<file path="src/design/sctc_pkg.sv">
// ----------------------------------------------------------------------------
// sctc_pkg: shared types and tables for the scan code translator
// Scan code constants, the modifier state record, and the character tables
// for the Latin and Cyrillic layouts and the numeric keypad.
// ----------------------------------------------------------------------------
`default_nettype none

package sctc_pkg;

  localparam int unsigned CodeW = 8;
  localparam int unsigned CharW = 16;

  localparam logic [CodeW-1:0] KEY_LSHIFT = 8'h2A;
  localparam logic [CodeW-1:0] KEY_RSHIFT = 8'h36;
  localparam logic [CodeW-1:0] KEY_LALT   = 8'h38;
  localparam logic [CodeW-1:0] KEY_LCTRL  = 8'h1D;
  localparam logic [CodeW-1:0] KEY_DIVIDE = 8'hB5;
  localparam logic [CodeW-1:0] KEY_OEM102 = 8'h56;
  localparam logic [5:0]       KEY_BSLASH = 6'd43;

  localparam int unsigned MainCount = 58;
  localparam int unsigned PadCount  = 13;
  localparam logic [CodeW-1:0] MAIN_LAST = 8'd57;
  localparam logic [CodeW-1:0] PAD_FIRST = 8'd71;
  localparam logic [CodeW-1:0] PAD_LAST  = 8'd83;

  localparam logic [CharW-1:0] CHAR_NONE  = 16'h0000;
  localparam logic [CharW-1:0] CHAR_SLASH = 16'h002F;

  typedef struct packed {
    logic shift_held;
    logic layout_sel;
    logic modifier_held;
    logic shift_key_held;
    logic chord_seen;
  } kb_state_t;

  // Rows: Latin, Latin shifted, Cyrillic, Cyrillic shifted.
  localparam logic [CharW-1:0] MAIN_TAB [4][MainCount] = '{
    '{16'h0000, 16'h0000, 16'h0031, 16'h0032, 16'h0033, 16'h0034, 16'h0035, 16'h0036,
      16'h0037, 16'h0038, 16'h0039, 16'h0030, 16'h002D, 16'h003D, 16'h0000, 16'h0000,
      16'h0071, 16'h0077, 16'h0065, 16'h0072, 16'h0074, 16'h0079, 16'h0075, 16'h0069,
      16'h006F, 16'h0070, 16'h005B, 16'h005D, 16'h0000, 16'h0000, 16'h0061, 16'h0073,
      16'h0064, 16'h0066, 16'h0067, 16'h0068, 16'h006A, 16'h006B, 16'h006C, 16'h003B,
      16'h0027, 16'h0060, 16'h0000, 16'h005C, 16'h007A, 16'h0078, 16'h0063, 16'h0076,
      16'h0062, 16'h006E, 16'h006D, 16'h002C, 16'h002E, 16'h002F, 16'h0000, 16'h002A,
      16'h0000, 16'h0020},
    '{16'h0000, 16'h0000, 16'h0021, 16'h0040, 16'h0023, 16'h0024, 16'h0025, 16'h005E,
      16'h0026, 16'h002A, 16'h0028, 16'h0029, 16'h005F, 16'h002B, 16'h0000, 16'h0000,
      16'h0051, 16'h0057, 16'h0045, 16'h0052, 16'h0054, 16'h0059, 16'h0055, 16'h0049,
      16'h004F, 16'h0050, 16'h007B, 16'h007D, 16'h0000, 16'h0000, 16'h0041, 16'h0053,
      16'h0044, 16'h0046, 16'h0047, 16'h0048, 16'h004A, 16'h004B, 16'h004C, 16'h003A,
      16'h0022, 16'h007E, 16'h0000, 16'h007C, 16'h005A, 16'h0058, 16'h0043, 16'h0056,
      16'h0042, 16'h004E, 16'h004D, 16'h003C, 16'h003E, 16'h003F, 16'h0000, 16'h002A,
      16'h0000, 16'h0020},
    '{16'h0000, 16'h0000, 16'h0031, 16'h0032, 16'h0033, 16'h0034, 16'h0035, 16'h0036,
      16'h0037, 16'h0038, 16'h0039, 16'h0030, 16'h002D, 16'h003D, 16'h0000, 16'h0000,
      16'h0439, 16'h0446, 16'h0443, 16'h043A, 16'h0435, 16'h043D, 16'h0433, 16'h0448,
      16'h0449, 16'h0437, 16'h0445, 16'h044A, 16'h0000, 16'h0000, 16'h0444, 16'h044B,
      16'h0432, 16'h0430, 16'h043F, 16'h0440, 16'h043E, 16'h043B, 16'h0434, 16'h0436,
      16'h044D, 16'h0451, 16'h0000, 16'h005C, 16'h044F, 16'h0447, 16'h0441, 16'h043C,
      16'h0438, 16'h0442, 16'h044C, 16'h0431, 16'h044E, 16'h002E, 16'h0000, 16'h002A,
      16'h0000, 16'h0020},
    '{16'h0000, 16'h0000, 16'h0021, 16'h0022, 16'h2116, 16'h003B, 16'h0025, 16'h003A,
      16'h003F, 16'h002A, 16'h0028, 16'h0029, 16'h005F, 16'h002B, 16'h0000, 16'h0000,
      16'h0419, 16'h0426, 16'h0423, 16'h041A, 16'h0415, 16'h041D, 16'h0413, 16'h0428,
      16'h0429, 16'h0417, 16'h0425, 16'h042A, 16'h0000, 16'h0000, 16'h0424, 16'h042B,
      16'h0412, 16'h0410, 16'h041F, 16'h0420, 16'h041E, 16'h041B, 16'h0414, 16'h0416,
      16'h042D, 16'h0401, 16'h0000, 16'h002F, 16'h042F, 16'h0427, 16'h0421, 16'h041C,
      16'h0418, 16'h0422, 16'h042C, 16'h0411, 16'h042E, 16'h002C, 16'h0000, 16'h002A,
      16'h0000, 16'h0020}
  };

  localparam logic [CharW-1:0] PAD_TAB [PadCount] = '{
    16'h0037, 16'h0038, 16'h0039, 16'h002D, 16'h0034, 16'h0035, 16'h0036,
    16'h002B, 16'h0031, 16'h0032, 16'h0033, 16'h0030, 16'h002E
  };

endpackage

`default_nettype wire

</file>
<file path="src/design/scancode_to_char_layout_toggle_top.sv">
// ----------------------------------------------------------------------------
// scancode_to_char_layout_toggle_top: key event to UTF-16 translator
// Tracks shift and a Latin/Cyrillic layout toggled by an Alt or Ctrl plus
// Shift chord, and translates each key press to a character.
// ----------------------------------------------------------------------------
// One request is taken every clock cycle while in_stall_o is low. A request
// is captured in an input register, the modifier state update and the table
// lookup happen in the following cycle, and the result lands in an output
// register once the output is free. The output register lets a new request
// in while an earlier result is still stalled; the state flags advance as
// each request passes from the input register to the output.
// ----------------------------------------------------------------------------
`default_nettype none

module scancode_to_char_layout_toggle_top
  import sctc_pkg::*;
(
  input  wire logic             clk_i,
  input  wire logic             rst_ni,
  input  wire logic             in_valid_i,
  output logic                  in_stall_o,
  input  wire logic [CodeW-1:0] key_code_i,
  input  wire logic             key_pressed_i,
  output logic                  out_valid_o,
  input  wire logic             out_stall_i,
  output logic      [CharW-1:0] char_code_o,
  output logic                  shift_active_o,
  output logic                  alt_layout_o
);

  logic             in_vld_q;
  logic [CodeW-1:0] code_q;
  logic             down_q;
  logic             out_vld_q;
  logic [CharW-1:0] char_q;
  logic             shift_q;
  logic             layout_q;
  logic             out_free;
  logic             advance;
  logic             take_in;
  kb_state_t        state_d;
  logic [CharW-1:0] char_d;

  assign out_free   = !out_vld_q || !out_stall_i;
  assign advance    = in_vld_q && out_free;
  assign in_stall_o = in_vld_q && !out_free;
  assign take_in    = in_valid_i && !in_stall_o;

  sctc_chord u_chord (
    .clk_i     (clk_i),
    .rst_ni    (rst_ni),
    .upd_i     (advance),
    .code_i    (code_q),
    .down_i    (down_q),
    .state_d_o (state_d)
  );

  sctc_xlate u_xlate (
    .code_i   (code_q),
    .down_i   (down_q),
    .shift_i  (state_d.shift_held),
    .layout_i (state_d.layout_sel),
    .char_o   (char_d)
  );

  always_ff @(posedge clk_i or negedge rst_ni) begin
    if (!rst_ni) begin
      in_vld_q  <= 1'b0;
      out_vld_q <= 1'b0;
    end else begin
      if (take_in) begin
        in_vld_q <= 1'b1;
      end else if (advance) begin
        in_vld_q <= 1'b0;
      end
      if (advance) begin
        out_vld_q <= 1'b1;
      end else if (!out_stall_i) begin
        out_vld_q <= 1'b0;
      end
    end
  end

  always_ff @(posedge clk_i) begin
    if (take_in) begin
      code_q <= key_code_i;
      down_q <= key_pressed_i;
    end
    if (advance) begin
      char_q   <= char_d;
      shift_q  <= state_d.shift_held;
      layout_q <= state_d.layout_sel;
    end
  end

  assign out_valid_o    = out_vld_q;
  assign char_code_o    = char_q;
  assign shift_active_o = shift_q;
  assign alt_layout_o   = layout_q;

endmodule

`default_nettype wire

</file>
<file path="src/design/sctc_chord.sv">
// ----------------------------------------------------------------------------
// sctc_chord: modifier and layout state tracker
// Holds the shift and chord flags and the layout bit, and computes their
// next value for the key event in the input stage.
// ----------------------------------------------------------------------------
`default_nettype none

module sctc_chord
  import sctc_pkg::*;
(
  input  wire logic             clk_i,
  input  wire logic             rst_ni,
  input  wire logic             upd_i,
  input  wire logic [CodeW-1:0] code_i,
  input  wire logic             down_i,
  output kb_state_t             state_d_o
);

  kb_state_t state_q;
  kb_state_t state_d;

  always_comb begin
    state_d = state_q;
    if ((code_i == KEY_LSHIFT) || (code_i == KEY_RSHIFT)) begin
      state_d.shift_held     = down_i;
      state_d.shift_key_held = down_i;
      if (down_i) begin
        if (state_q.modifier_held) begin
          state_d.chord_seen = 1'b1;
        end
      end else if (!state_q.modifier_held && state_q.chord_seen) begin
        state_d.chord_seen = 1'b0;
        state_d.layout_sel = ~state_q.layout_sel;
      end
    end else if ((code_i == KEY_LALT) || (code_i == KEY_LCTRL)) begin
      state_d.modifier_held = down_i;
      if (down_i) begin
        if (state_q.shift_key_held) begin
          state_d.chord_seen = 1'b1;
        end
      end else if (!state_q.shift_key_held && state_q.chord_seen) begin
        state_d.chord_seen = 1'b0;
        state_d.layout_sel = ~state_q.layout_sel;
      end
    end else begin
      state_d.modifier_held  = 1'b0;
      state_d.shift_key_held = 1'b0;
      state_d.chord_seen     = 1'b0;
    end
  end

  always_ff @(posedge clk_i or negedge rst_ni) begin
    if (!rst_ni) begin
      state_q <= '0;
    end else if (upd_i) begin
      state_q <= state_d;
    end
  end

  assign state_d_o = state_d;

endmodule

`default_nettype wire

</file>
<file path="src/design/sctc_xlate.sv">
// ----------------------------------------------------------------------------
// sctc_xlate: scan code to character lookup
// Picks the main table row from layout and shift, or the keypad table,
// and gives zero for releases and unmapped codes.
// ----------------------------------------------------------------------------
`default_nettype none

module sctc_xlate
  import sctc_pkg::*;
(
  input  wire logic             [CodeW-1:0] code_i,
  input  wire logic                         down_i,
  input  wire logic                         shift_i,
  input  wire logic                         layout_i,
  output logic                  [CharW-1:0] char_o
);

  logic [1:0] row;
  logic [3:0] pad_off;

  always_comb begin
    row     = {layout_i, shift_i};
    pad_off = 4'(code_i - PAD_FIRST);
    char_o  = CHAR_NONE;
    if (down_i) begin
      if (code_i <= MAIN_LAST) begin
        char_o = MAIN_TAB[row][code_i[5:0]];
      end else if (code_i inside {[PAD_FIRST:PAD_LAST]}) begin
        char_o = PAD_TAB[pad_off];
      end else if (code_i == KEY_DIVIDE) begin
        char_o = CHAR_SLASH;
      end else if (code_i == KEY_OEM102) begin
        // The extra key next to left Shift repeats the backslash key.
        char_o = MAIN_TAB[row][KEY_BSLASH];
      end
    end
  end

endmodule

`default_nettype wire

</file>
<file path="config.mk">
export PLATFORM = sky130hd
export DESIGN_NAME = scancode_to_char_layout_toggle_top
export DESIGN_NICKNAME = d
export VERILOG_FILES = /design/src/design/sctc_pkg.sv /design/src/design/scancode_to_char_layout_toggle_top.sv /design/src/design/sctc_chord.sv /design/src/design/sctc_xlate.sv
export SDC_FILE = /design/constraint.sdc
export NUM_CORES = 1
export LEC_CHECK = 0
export ABC_AREA = 1
export BUFFER_PORTS_ARGS = -buffer_cell sky130_fd_sc_hd__buf_2
export CAP_MARGIN = 20
export CORE_ASPECT_RATIO = 1.2
export CORE_MARGIN = 2
export CORE_UTILIZATION = 35
export CTS_CLUSTER_DIAMETER = 60
export DETAILED_ROUTE_END_ITERATION = 8
export GPL_TIMING_DRIVEN = 0
export PLACE_DENSITY = 0.62
export SETUP_SLACK_MARGIN = 0.4
export SYNTH_ARGS = -nofsm -noshare
export SYNTH_HDL_FRONTEND = slang
export SYNTH_SLANG_ARGS = --single-unit
</file>
<file path="constraint.sdc">
create_clock -name clk_i -period 7.5 [get_ports clk_i]
set_input_delay 0.75 -clock clk_i [delete_from_list [all_inputs] [get_ports clk_i]]
set_output_delay 0.75 -clock clk_i [all_outputs]
set_load 0.01 [all_outputs]
</file>
After elaboration in Yosys (flattened, before gate mapping):

Memory sizes are Yosys's and may differ from the RTL's.
Cells that the tools add are included.

* bits in read-only memories: 256
* memories: 1
* output and inout port bits: 20
* input port bits: 13
* register bits: 34

Memory list
* (no name shown): depth 16, bits a word 16, read ports 1, clocked after memory_dff 0, wr ports 0, line sctc_xlate.sv:29 `char_o = PAD_TAB[pad_off];`

* muxes and demuxes: 33
* reduce and logical (&&, ||, !) cells: 19
* add/subtract/negate cells: 1
* magnitude comparators: 6
* bitwise operators: 5
* equal/unequal tests: 12

Operator list (count)
* $bmux W928 S2: 1
* $mux W928: 2
* $mux W16: 8
* $bmux W16 S6: 1
* $eq A8 B6 Y1 const B: 3
* $mux W1: 20
* $eq A8 B5 Y1 const B: 1
* $eq A8 B7 Y1 const B: 1
* $eq A8 B8 Y1 const B: 1
* $ge A8 B7 Y1 const B: 1
* $le A8 B6 Y1 const B: 1
* $le A8 B7 Y1 const B: 1
* $ge A7 B7 Y1 const B: 1
* $not A6 Y7: 1
* $logic_and A1 B1 Y1: 6
* $logic_not A1 Y1: 6
* $ge A5 B5 Y1 const B: 1
* $not A4 Y5: 1
* $reduce_and A5 Y1: 1
* $ne A2 B1 Y1 const B: 2
* $ne A4 B2 Y1 const B: 1
* $ne A4 B3 Y1 const B: 1
* $reduce_and A2 Y1: 2
* $sub A4 B3 Y4 const B: 1
* 8 further kinds: 11

Depth between registers and ports, before layout:

Gate-level depths: netlist of run 1.

* depth after elaboration: 14
* depth in mapped cells: 25

Hierarchy:

A second synthesis of run 1 with hierarchy kept.

* cells, all modules: 549
* area, all modules: 3574.7 µm²

Modules (own cells, without submodules)
* sctc_xlate: sequential area each 0.0 µm², area each 2187.1 µm², cells an instance 429, instances 1
* scancode_to_char_layout_toggle_top: sequential area each 860.8 µm², area each 905.9 µm², cells an instance 39, instances 1
* sctc_chord: sequential area each 125.1 µm², area each 481.7 µm², cells an instance 81, instances 1

Worst setup path before layout of run 1:

No wires, ideal clock.

* path type: flip-flop to flip-flop
* start: register code_q[0]
* end: register char_q[5], in the netlist char_code_o[5] (data pin)
* setup time: 0.264 ns
* stages on the path, launching flop included: 24
* arrival: 3.079 ns
* slack: 4.158 ns
* path buffers: 3
* cell sequence: edfxtp_1 -> clkbuf_1 -> inv_1 -> buf_2 -> ha_1 -> inv_1 -> nor2_2 -> nand2_1 -> o21ai_4 -> nand3_2 -> nand2_4 -> buf_12 -> ha_1 -> inv_1 -> nor2_1 -> inv_1 -> nand2_1 -> nand2_1 -> nand2_1 -> nand3_1 -> a21oi_1 -> nor2_1 -> nor2_1 -> nor2_1

* cells in the longest elaborated chain, start to end: 12
* elaborated cells on any way between the ends: 32
* those cells by class: add/sub (1); order compare (3); eq/ne (6); mux (15); bitwise (3); reduce/logical (3); memory (1)

RTL lines
* start, declared: line scancode_to_char_layout_toggle_top.sv:32 `logic [CodeW-1:0] code_q;`
* start signal, assigned: line scancode_to_char_layout_toggle_top.sv:86 `code_q <= key_code_i;`
* $eq A8 B6 Y1 / $eq A8 B5 Y1 (equally long branches): line sctc_chord.sv:35 `end else if ((code_i == KEY_LALT) || (code_i == KEY_LCTRL)) begin`
* $logic_or A1 B1 Y1: line sctc_chord.sv:35
* $mux W1: line sctc_chord.sv:35
* $mux W1: line sctc_chord.sv:24 `if ((code_i == KEY_LSHIFT) || (code_i == KEY_RSHIFT)) begin`
* $not A2 Y3 (not written as such): line sctc_xlate.sv:27, sctc_xlate.sv:34
* $bmux W928 S2: line sctc_xlate.sv:27, sctc_xlate.sv:34
* $mux W928 (not written as such) (2 in a row): line sctc_xlate.sv:34 `char_o = MAIN_TAB[row][KEY_BSLASH];`
* $bmux W16 S6 / $mux W16 (equally long branches): line sctc_xlate.sv:27, sctc_xlate.sv:32
* $mux W16, on equally long branches: line sctc_xlate.sv:27, sctc_xlate.sv:30
* $mux W16, on equally long branches: line sctc_xlate.sv:27, sctc_xlate.sv:28
* $mux W16 *: line sctc_xlate.sv:26 `if (code_i <= MAIN_LAST) begin`
* end signal, assigned: line scancode_to_char_layout_toggle_top.sv:90 `char_q <= char_d;`
* end, declared: line scancode_to_char_layout_toggle_top.sv:35 `logic [CharW-1:0] char_q;`

Every way passes the cells marked *; elsewhere a longest branch is shown, timed or not. The select of a mux whose other input is x is not followed.
A chain may end at the register's enable or synchronous reset.

Worst setup path in the final report of run 1:

* start: register code_q[1]
* end: register char_q[2], in the netlist char_code_o[2] (data pin)

Same word-level chain as after synthesis.

==> results of run 1 <==
kinds of logic (layout without fill, tap and decap cells):
| logic type | after synthesis | in the layout | share of synthesized area [%] |
|---|---|---|---|
| and+or+nand+nor | 252 | 252 | 34.2 |
| buffers and inverters | 87 | 117 | 12.5 |
| adders and majority gates | 23 | 23 | 8.97 |
| other | 1 | 6 | 0.117 |
| DFF | 27 | 27 | 24.2 |
| xor gates and xnor gates | 2 | 2 | 0.546 |
| AOI/OAI and AO/OA | 107 | 107 | 19.5 |
layout make-up:
type / count / area [sq um]
Clock inverter: 1 / 6.26
Buffer: 22 / 148
Multi-Input combinational cell: 390 / 2050
Sequential cell: 27 / 776
Timing Repair Buffer: 26 / 130
Inverter: 65 / 254
Tap cell: 120 / 150
Fill cell: 969 / 5430
Clock buffer: 3 / 41.3
per-stage QoR:
step | cell area (sq um) | utilization, % | std cells | power, W | setup WS, ps
2_1_floorplan | 3230 | - | 504 | 0.000459 | 4160
3_3_place_gp | 3510 | 39.0 | 650 | 0.000584 | 2990
3_5_place_dp | 3510 | 39.0 | 650 | 0.000580 | 3020
4_1_cts | 3560 | 39.6 | 654 | 0.000667 | 3000
5_1_grt | 3560 | 39.6 | 654 | 0.000719 | 2640
6_report | 3560 | 39.6 | 654 | 0.000677 | 2850
worst paths after layout:
kind,start,to,cells past startpoint
max in group asynchronous,rst_ni,in_vld_q,1
min in group clk_i,in_vld_q,out_valid_o,2
hold / removal,rst_ni,u_chord.state_q[0],1
setup reg to reg,code_q[1],char_code_o[2],21
setup / recovery,code_q[1],char_code_o[2],21
hold reg to reg,in_vld_q,out_valid_o,2
layout by cell type, fill, tap and decap left out, types with 3 or more instances in the layout:
cell type,instances
buf_2,32
a21oi_1,31
nand2_1,133
nand3_1,38
clkbuf_8,3
ha_1,23
nand4_1,3
nand2_2,7
nor2_2,4
conb_1,6
clkbuf_1,6
buf_4,7
inv_2,3
inv_1,60
nand2_4,3
nor3_1,4
o211ai_1,4
edfxtp_1,20
a22oi_1,4
o22ai_1,8
o21ai_0,40
dfrtp_1,7
nor2_1,54
o2111ai_1,3
o21ai_1,4
worst max-delay path, stage by stage (launching register included):
cell      delay (ps)
edfxtp_1         480
buf_2            240
inv_1            200
clkbuf_1         540
ha_1             270
inv_1             90
nor2_4           190
nand2_1          110
nand3_1           90
nand3_2          110
nand2_4          170
buf_12           190
ha_1             380
inv_1            180
nor2_1           170
inv_1             90
nand2_1          120
o21ai_0          190
a21oi_1          230
nand3_1          110
a21oi_1          190
nor2_1            70
flip-flops by register name, indices dropped and copies added, names as in the netlist:
signal and cells:
alt_layout_o 1, u_chord.state_q 5, down_q 1, shift_active_o 1
code_q 8, out_valid_o 1, char_code_o 9, in_vld_q 1
Yosys cell counts, types with 2 or more instances:
cell,count,area share (%)
a21oi_1,31,4.8
a22oi_1,4,0.94
buf_2,6,0.94
buf_4,7,1.6
buf_6,2,0.70
clkbuf_1,6,0.70
dfrtp_1,7,5.5
edfxtp_1,20,19
ha_1,23,9.0
inv_1,60,7.0
inv_2,3,0.35
nand2_1,133,16
nand2_2,7,1.4
nand2_4,3,1.1
nand3_1,38,5.9
nand3_2,2,0.62
nand4_1,3,0.58
nor2_1,54,6.3
nor2_2,4,0.78
nor3_1,4,0.62
nor4_1,2,0.39
o2111ai_1,3,0.82
o211ai_1,4,0.94
o21ai_0,40,6.2
o21ai_1,4,0.62
o22ai_1,8,1.6
metal layers:
layer	vias to the layer above	share of wire, %	global-route usage, %
met2	244	45	40.7
met3	63	9.6	4.49
li1	1721	-	-
met1	1661	39	29.9
met5	-	0	0
met4	0	6.9	14.8
power by group through the flow:
stage	clock [W]	combinational [W]	sequential (W)
floorplan	0	0.000258	0.000201
global placement	0	0.000386	0.000198
global route	0.0000929	0.000429	0.000198
finish	0.0000858	0.000396	0.000195
CTS	0.0000871	0.000384	0.000196
detailed placement	0	0.000382	0.000199
==> results.md, run 1 <==
* Result of the run: complete, but fails checks
* Violated checks: design-rule violations
* Count of flip-flops with a built-in enable after synthesis at 20
* Standard cell core area at between 0.008 and 0.009 sq mm
* Max Freq at 215 MHz
* Number of unique standard cell types used by synthesis at 47
* Kind of critical path: flip-flop to flip-flop
* Synthesized cell area at 0.00321 sq mm
* Die height at 109 um
* TritonRoute pass-1 iters at 7
* Sequential share of power at 28.8%
* Average instance area after synthesis at approximately 6.4 sq um
* Internal power consumption at 0.000339 W
* Via count at 3,689
* Number of port buffers at 26
* Final HPWL DP at between 9000 and 10,000 um
* Post-route DRC violation count at 2
* Endpoints failing setup at 0
* Unrepaired setup endpoints after global routing: false
* Total net switching power at 0.000338 W
* Count of final hold-check violations at 0
* Starting Density at 35.7%
* CTS sink count at 27
* Critical path peak fanout at 16
* Worst clock skew at 2.77 ps
* Initial antenna violation count at 0
* Total gr overflow at 0
* Register area share after synthesis at 24.2%
* Hold_buf cts at 0
* Synth Warn # at 0
* Critical path arrival at 4690 ps
* Nets@finish at 571
* Clock Pin Slew Worst Setup and Hold Paths at 90 ps
* Clk Latency, worst-skew pair at 280 ps
* Number of max-cap violations at 0
* Routability cong. at 0.987
* DIE WIDTH at 91.4 um
* DRC violation total after the first TritonRoute iteration at 536
* Die footprint at around 0.010 sq mm
* Synthesized netlist cell count at 499
* Element type at the critical path start: flip-flop
* # rows at 38
* H-tree levels at 1
* Flip-flop and latch count after synthesis at 27
* Average detailed-routed wire length per instance at 18.8 um
* Async set-reset flop share out of synthesis at 25.9%
* Worst slew margin at 43.0%
* Total routing resource utilization after global routing at 24.6%
* Max clock buf depth at 2
* Setup TNS at 0 ps
* Fraction of power consumed by combinational cells at 58.5%
* Number of CTS-inserted buffers at 3
* Share of layout cells above drive strength 1 at 13.5%
* Critical Path Sink Type: flip-flop
* Top_reg_cell synth: edfxtp_1
* Sw Ratio at 50.0%
* Portion of total power attributed to the clock network at 12.7%
* Wire length of the first global-routing pass at 18,600 um
* Antenna Nets Post-Route at 0
* Via density per instance at 5.64
* Number of placed I/O pins at 33
* # Post-CTS Setup Buffers at 0
* Clock period minus final worst setup slack at about 4700 ps
* Pleak at approximately 1.7 nW
* Relative area change from synthesis to final layout at 10.8%
* Number of pins with negative max-slew slack in the final report at 0
* IR Drop Worst-Case VDD at 0.102 mV
* Final hold slack at 280 ps
* Worst hold path type: input pin to async pin
* Total length of routed wires at 12,300 um
* Clock root buffer: clkbuf_8
* Part of the cycle the worst path needs at 62.0%
* Actual transition at the worst max-transition pin at 847 ps
* Reg2Reg Setup Slack at ~2800 ps
* Pin count of the biggest net entering global routing at 18
* Number of instances resized during post-cts repair at 0
* Required @ worst endpoint at approximately 7500 ps
* Pwr per Cell Area at 190 mW/mm^2
* Inserted Diodes at 0
* Clock tree from TritonCTS: yes
* Vias in the first global route at 3,440
No activity file was read; power rests on OpenSTA's default activity.
==> run 2: changes to the inputs <==
clock period = 4.6 ns   (was 7.5 ns; I/O delays follow)
==> run 2 against run 1 <==
The flow now finishes without violations. Combinational power grew 69%. Worst setup slack lost 2300 ps. Clock skew grew 4.5 ps. Clock power grew 63%. Critical path depth is the same. Clock-buffer cell count is the same. Sequential power grew 63%. Register-to-register slack lost 2300 ps. Maximum frequency grew 16%. Final cell count grew 0.61%.
==> results.md, run 2 (synthesized netlist as in run 1, its figures left out) <==
* Vias in the first global route at 3,446
* Crit-path slowest cell: edfxtp_1
* Pwr per Cell Area at 311 mW/mm^2
* Critical path arrival at roughly 4100 ps
* Reg-to-reg startpoint: code_q[1]
* Via count at 3,734
* Critical path peak fanout at 16
* Most frequent standard cell in the layout excluding fill and tap cells: nand2_1
* Die height at 109 um
* Critical Path Source: code_q[1]
* GRT Max-Usage Layer: met2
* Average detailed-routed wire length per instance at 19.1 um
* Met2 usage at 41.1%
* Filler instances at 965
* Inserted Diodes at 0
* Setup TNS at 0 ps
* Part of the cycle the worst path needs at 87.4%
* Total gr overflow at 0
* Via density per instance at 5.67
* Final HPWL DP at 9450 um
* Hold Crit Start: key_code_i[7]
* Required @ worst endpoint at 4640 ps
* Antenna Nets Post-Route at 0
* Cell Chain, Critical Path: buf_2 > inv_1 > clkbuf_4 > ha_1 > inv_1 > nor2_4 > nand2_1 > nand3_1 > nand3_2 > nand2_4 > buf_12 > ha_4 > inv_1 > nor2_1 > inv_1 > nand2_1 > o21ai_0 > a21oi_1 > nand3_1 > a21oi_1 > nor2_1
* Total length of routed wires at 12,500 um
* Initial antenna violation count at 0
* Wire length of the first global-routing pass at around 19,000 um
* Nets@finish at 575
* # rows at 38
* Share of layout cells above drive strength 1 at 14.5%
* Post-route DRC violation count at 0
* Clock tree from TritonCTS: yes
* Clock period minus final worst setup slack at a little over 4000 ps
* CTS sink count at 27
* DIE WIDTH at a little over 90 um
* Number of placed I/O pins at 33
* Endpoints failing setup at 0
* Result of the run: finished, final reports clean
* Grt met3 use at 4.49%
* Clock root buffer: clkbuf_8
* TritonRoute pass-1 iters at 5
* Final worst-path setup slack at slightly below 600 ps
* Kind of critical path: flip-flop to flip-flop
* Met1 layer usage reported by global route at between 30% and 40%
* Number of max-cap violations at 0
* Number of CTS-inserted buffers at 3
* Number of pins with negative max-slew slack in the final report at 0
* Standard cell core area at 0.00899 sq mm
* Most numerous cell on the critical path: inv_1
* Die footprint at ~0.01 sq mm
* Unrepaired setup endpoints after global routing: false
* Critical Path Sink Type: flip-flop
* Relative area change from synthesis to final layout at 12.9%
* Worst clock skew at 7.31 ps
* Pin count of the biggest net entering global routing at 18
* IR Drop Worst-Case VDD at 0.166 mV
* H-tree levels at 1
* Max Freq at 249 MHz
* Pleak at 1.74 nW
* Element type at the critical path start: flip-flop
* Utilization after layout at 40.3%
* Routability cong. at between 0.9 and 1
* Clock Pin Slew Worst Setup and Hold Paths at about 100 ps
* Max reg flops at 9
* Commonest cells after routing, fill and taps aside: 133 x nand2_1, 60 x inv_1, 54 x nor2_1, 40 x o21ai_0, 38 x nand3_1
* Count of final hold-check violations at 0
* Actual transition at the worst max-transition pin at 820 ps
* Max clock buf depth at 2
* Worst slew margin at between 40 and 50%
* Worst hold path type: input pin to flip-flop
* Clk Latency, worst-skew pair at 280 ps
* Number of port buffers at 26
* Setup Slack @ Placement at 120 ps
* Total routing resource utilization after global routing at 24.8%
* Starting Density at 35.7%
* Slowest Stage Delay on Critical Path at about 450 ps
* DRC violation total after the first TritonRoute iteration at roughly 580
==> run 2: critical path: cells and delay by family (launching register included) <==
kind	cells	cell delay, ps
buffers and inverters	7	1190
flip-flops	1	450
AO/OA/AOI/OAI	3	600
AND/OR/NAND/NOR	9	1150
adder cells (fa/ha/maj)	2	380
==> run 2: per-stage QoR <==
stage	hold WS [ps]	area [sq um]	power, W	instances
3_3_place_gp	302	3510	0.000952	650
5_1_grt	336	3620	0.00119	658
2_1_floorplan	164	3230	0.000749	504
3_5_place_dp	304	3510	0.000946	650
4_1_cts	344	3580	0.00109	656
6_report	351	3620	0.00113	658
==> run 2: report_power, final <==
part           switching [W]  leakage, nW  internal, W
clock network      0.0000780       0.0260    0.0000622
registers          0.0000182        0.285     0.000299
logic               0.000464         1.42     0.000204
total               0.000561         1.74     0.000565
==> run 2: layer usage <==
metal	wire length, um	vias to the layer above
met5	0	-
met4	874	0
met1	4750	1684
met3	1300	60
met2	5620	265
li1	-	1725
==> run 2: what timing repair did <==
action | in CTS | in global routing
gates resized for setup | 3 | 6
hold buffers | 1 | 0
buffers inserted | 1 | 2
hold endpoints to repair | 7 | 0
setup endpoints to repair | 6 | 6
==> run 2: layout make-up <==
| cell class | instances | area, sq um | share of cell area [%] |
|---|---|---|---|
| well taps | 120 | 150 | 4.15 |
| clock buffers | 3 | 41.3 | 1.14 |
| multi-input cells | 390 | 2070 | 57.3 |
| flip-flops and latches | 27 | 776 | 21.4 |
| clock inverters | 1 | 6.26 | 0.173 |
| inverters | 65 | 254 | 7.01 |
| plain buffers | 22 | 158 | 4.35 |
| repair buffers | 30 | 163 | 4.49 |
==> run 2: worst paths after layout <==
kind	cells after the start	slack, ps	end
max in group asynchronous	2	3900	in_vld_q
max reg2reg	21	580	char_code_o[2]
min in group asynchronous	2	550	out_valid_o
min	1	350	code_q[7]
max	21	580	char_code_o[2]
min reg2reg	2	490	out_valid_o
==> run 3: changes to the inputs <==
SYNTH_HIERARCHICAL = 1   (was not set)
==> run 3 against run 2 <==
Wire length increased by 7.1%. Area after synthesis increased by 11%. Synthesized cell count increased by 10%. Non-clock buffer count increased by 14. Critical endpoint is now char_code_o[2]. Largest power group is now registers.
==> results.md, run 3 <==
* Post-route DRC violation count at 0
* Result of the run: finished, final reports clean
* Most frequent standard cell in the layout excluding fill and tap cells: nand2_1
* Routability cong. at 1.02
* TritonRoute pass-1 iters at 5
* Element type at the critical path start: flip-flop
* Worst slew margin at 53.1%
* Antenna Nets Post-Route at 0
* Synth Warn # at 6
* Worst clock skew at 5.24 ps
* Ranking of synthesized cells by area: edfxtp_1 23%, nand2_1 19%, ha_1 8.1%, nand3_1 7.0%, inv_1 5.7%
* Number of CTS-inserted buffers at 5
* Synthesized netlist cell count at 549
* Critical path peak fanout at 11
* Register area share after synthesis at 27.6%
* DRC violation total after the first TritonRoute iteration at 488
* Critical Path Sink Type: flip-flop
* Most repeated cell in the gate-level netlist after synthesis: nand2_1
* Number of max-cap violations at 0
* Clock period minus final worst setup slack at 3770 ps
* Actual transition at the worst max-transition pin at 704 ps
* Pwr per Cell Area at between 200 and 300 mW/mm^2
* Starting Density at 35.9%
* Final hold slack at 2.21 ps
* Total length of routed wires at 13,400 um
* Commonest cells in the netlist: 184 x nand2_1, 54 x inv_1, 50 x nand3_1, 39 x o21ai_0, 37 x a21oi_1
* Count of flip-flops with a built-in enable after synthesis at 27
* # rows at 40
* Number of unique standard cell types used by synthesis at 39
* Reg-to-reg endpoint: char_code_o[2]
* Vias in the first global route at around 4,000
* Commonest cells after routing, fill and taps aside: 184 x nand2_1, 53 x inv_1, 50 x nand3_1, 45 x buf_2, 39 x o21ai_0
* Kind of critical path: flip-flop to flip-flop
* IR Drop Worst-Case VDD at 0.269 mV
* Average instance area after synthesis at 6.51 sq um
* Max clock buf depth at 2
* Required @ worst endpoint at approximately 4600 ps
* Pin count of the biggest net entering global routing at 19
* Part of the cycle the worst path needs at 82.0%
* Initial antenna violation count at 0
* Cell taking the most area after synthesis: edfxtp_1
* Clock tree from TritonCTS: yes
* Via density per instance at around 5.6
* Endpoints failing setup at 0
* Standard cell core area at 0.00996 sq mm
* Reg-to-reg startpoint: code_q[0]
* Critical path arrival at 3810 ps
* Top_reg_cell synth: edfxtp_1
* Via count at approximately 4,100
* Inserted Diodes at 0
* Average detailed-routed wire length per instance at 18.5 um
* Total routing resource utilization after global routing at 25.3%
* Worst hold path type: input pin to async pin
* CTS sink count at 34
* Final HPWL DP at slightly above 10,000 um
* Synthesized cell area at 0.00357 sq mm
* Clk Latency, worst-skew pair at 280 ps
* Die footprint at 0.0110 sq mm
* Share of layout cells above drive strength 1 at 17.4%
* Number of placed I/O pins at 33
* Count of final hold-check violations at 0
* Clock root buffer: clkbuf_16
* Max Freq at approximately 260 MHz
* R2r worst-path depth at 23
* Nets@finish at 633
* Post-route cell area at a little over 0.004 sq mm
* Wire length of the first global-routing pass at 21,000 um
* Die height at 115 um
* DIE WIDTH at 96.3 um
* Total cell area at the placement stage at 0.00393 sq mm
* Setup TNS at 0 ps
* Clock Pin Slew Worst Setup and Hold Paths at roughly 50 ps
* Reg2Reg Setup Slack at between 800 and 900 ps
* Relative area change from synthesis to final layout at 14.6%
* Filler instances at 1,077
* Max reg flops at 16
* Last element of the critical path: char_code_o[2]
* Total gr overflow at 0
* Unrepaired setup endpoints after global routing: false
* H-tree levels at 2
* Number of port buffers at 32
* Number of pins with negative max-slew slack in the final report at 0
* Async set-reset flop share out of synthesis at approximately a fifth
* Critical Path Source: code_q[0]
* Flip-flop and latch count after synthesis at 34
* Hold_buf cts at 0
* Share of Yosys cell area claimed by the top area cell type at 22.7%
* Pleak at 2.02 nW
[run 3: cell count changes in the layout (fill, tap and decap cells not counted), moves of 6 or more]
cell	change
nor2_1	-37
inv_2	+7
buf_2	+14
nand2_1	+51
nand3_1	+12
nor3_1	+6
o211ai_1	+9
o22ai_1	-7
edfxtp_1	+7
inv_1	-7
[run 3: final cells by class]
class / instances / area [sq um] / share of cell area (%)
Multi-Input combinational cell: 426 / 2190 / 53.5
Sequential cell: 34 / 986 / 24.1
Inverter: 64 / 244 / 5.96
Timing Repair Buffer: 36 / 198 / 4.83
Buffer: 30 / 183 / 4.46
Tap cell: 126 / 158 / 3.85
Clock buffer: 6 / 129 / 3.15
Clock inverter: 2 / 10.0 / 0.244
[run 3: routing by layer]
| metal | global-route usage [%] | wire length (um) | vias to the layer above |
|---|---|---|---|
| met5 | 0 | 0 | - |
| met2 | 40.8 | 6100 | 270 |
| met3 | 3.82 | 1120 | 71 |
| met1 | 31.1 | 5250 | 1841 |
| li1 | - | - | 1901 |
| met4 | 15.9 | 955 | 0 |
[run 3: logic make-up (layout without fill, tap and decap cells)]
group	Yosys count	after routing	synth area share, %
simple gates	285	285	34.2
compound gates	109	109	17.5
buf+inv	94	138	11.8
flops	34	34	27.6
fa+ha+maj	24	24	8.33
xor+xnor	2	2	0.490
other cells	1	6	0.105
[run 3: worst min path at each step]
stage	slack (ps)	cells after the start	to
2_1_floorplan	160	0	in_vld_q
3_3_place_gp	300	1	out_valid_o
3_5_place_dp	300	1	in_vld_q
4_1_cts	2	1	in_vld_q
5_1_grt	10	1	in_vld_q
6_report	2	1	in_vld_q
[run 3: metrics by stage]
step           utilization [%]  power, W  worst slack (ps)  instances
2_1_floorplan                -  0.000596              1630        554
3_3_place_gp              39.3  0.000713               516        712
3_5_place_dp              39.5  0.000709               636        713
4_1_cts                   40.9   0.00103               614        721
5_1_grt                   41.1   0.00108               600        724
6_report                  41.1   0.00103               826        724
[run 3: critical path, stage by stage, from the launching register on]
cell	delay (ps)
edfxtp_1	550
inv_1	130
nand2_1	60
nor2_1	80
nand2_1	80
nand2_2	100
nand2_1	60
nand2_1	50
nand2_1	50
nand2_2	250
clkbuf_2	340
clkinvlp_4	160
buf_4	190
ha_1	220
nor2_1	270
nand2_1	120
nand2_1	120
nand2_1	90
o211ai_1	120
nand3_1	110
nand3_1	170
nand2_1	80
nand2_1	80
inv_1	40
[run 3: repair_timing]
action	CTS	global route
setup buffers	0	3
gates resized for setup	0	3
setup endpoints to repair	0	4
[run 3: power by group]
part	switching, W	internal (W)	total (W)
clock network	0.000118	0.000198	0.000316
registers	0.0000146	0.000360	0.000375
logic	0.000237	0.000102	0.000338
total	0.000369	0.000660	0.00103
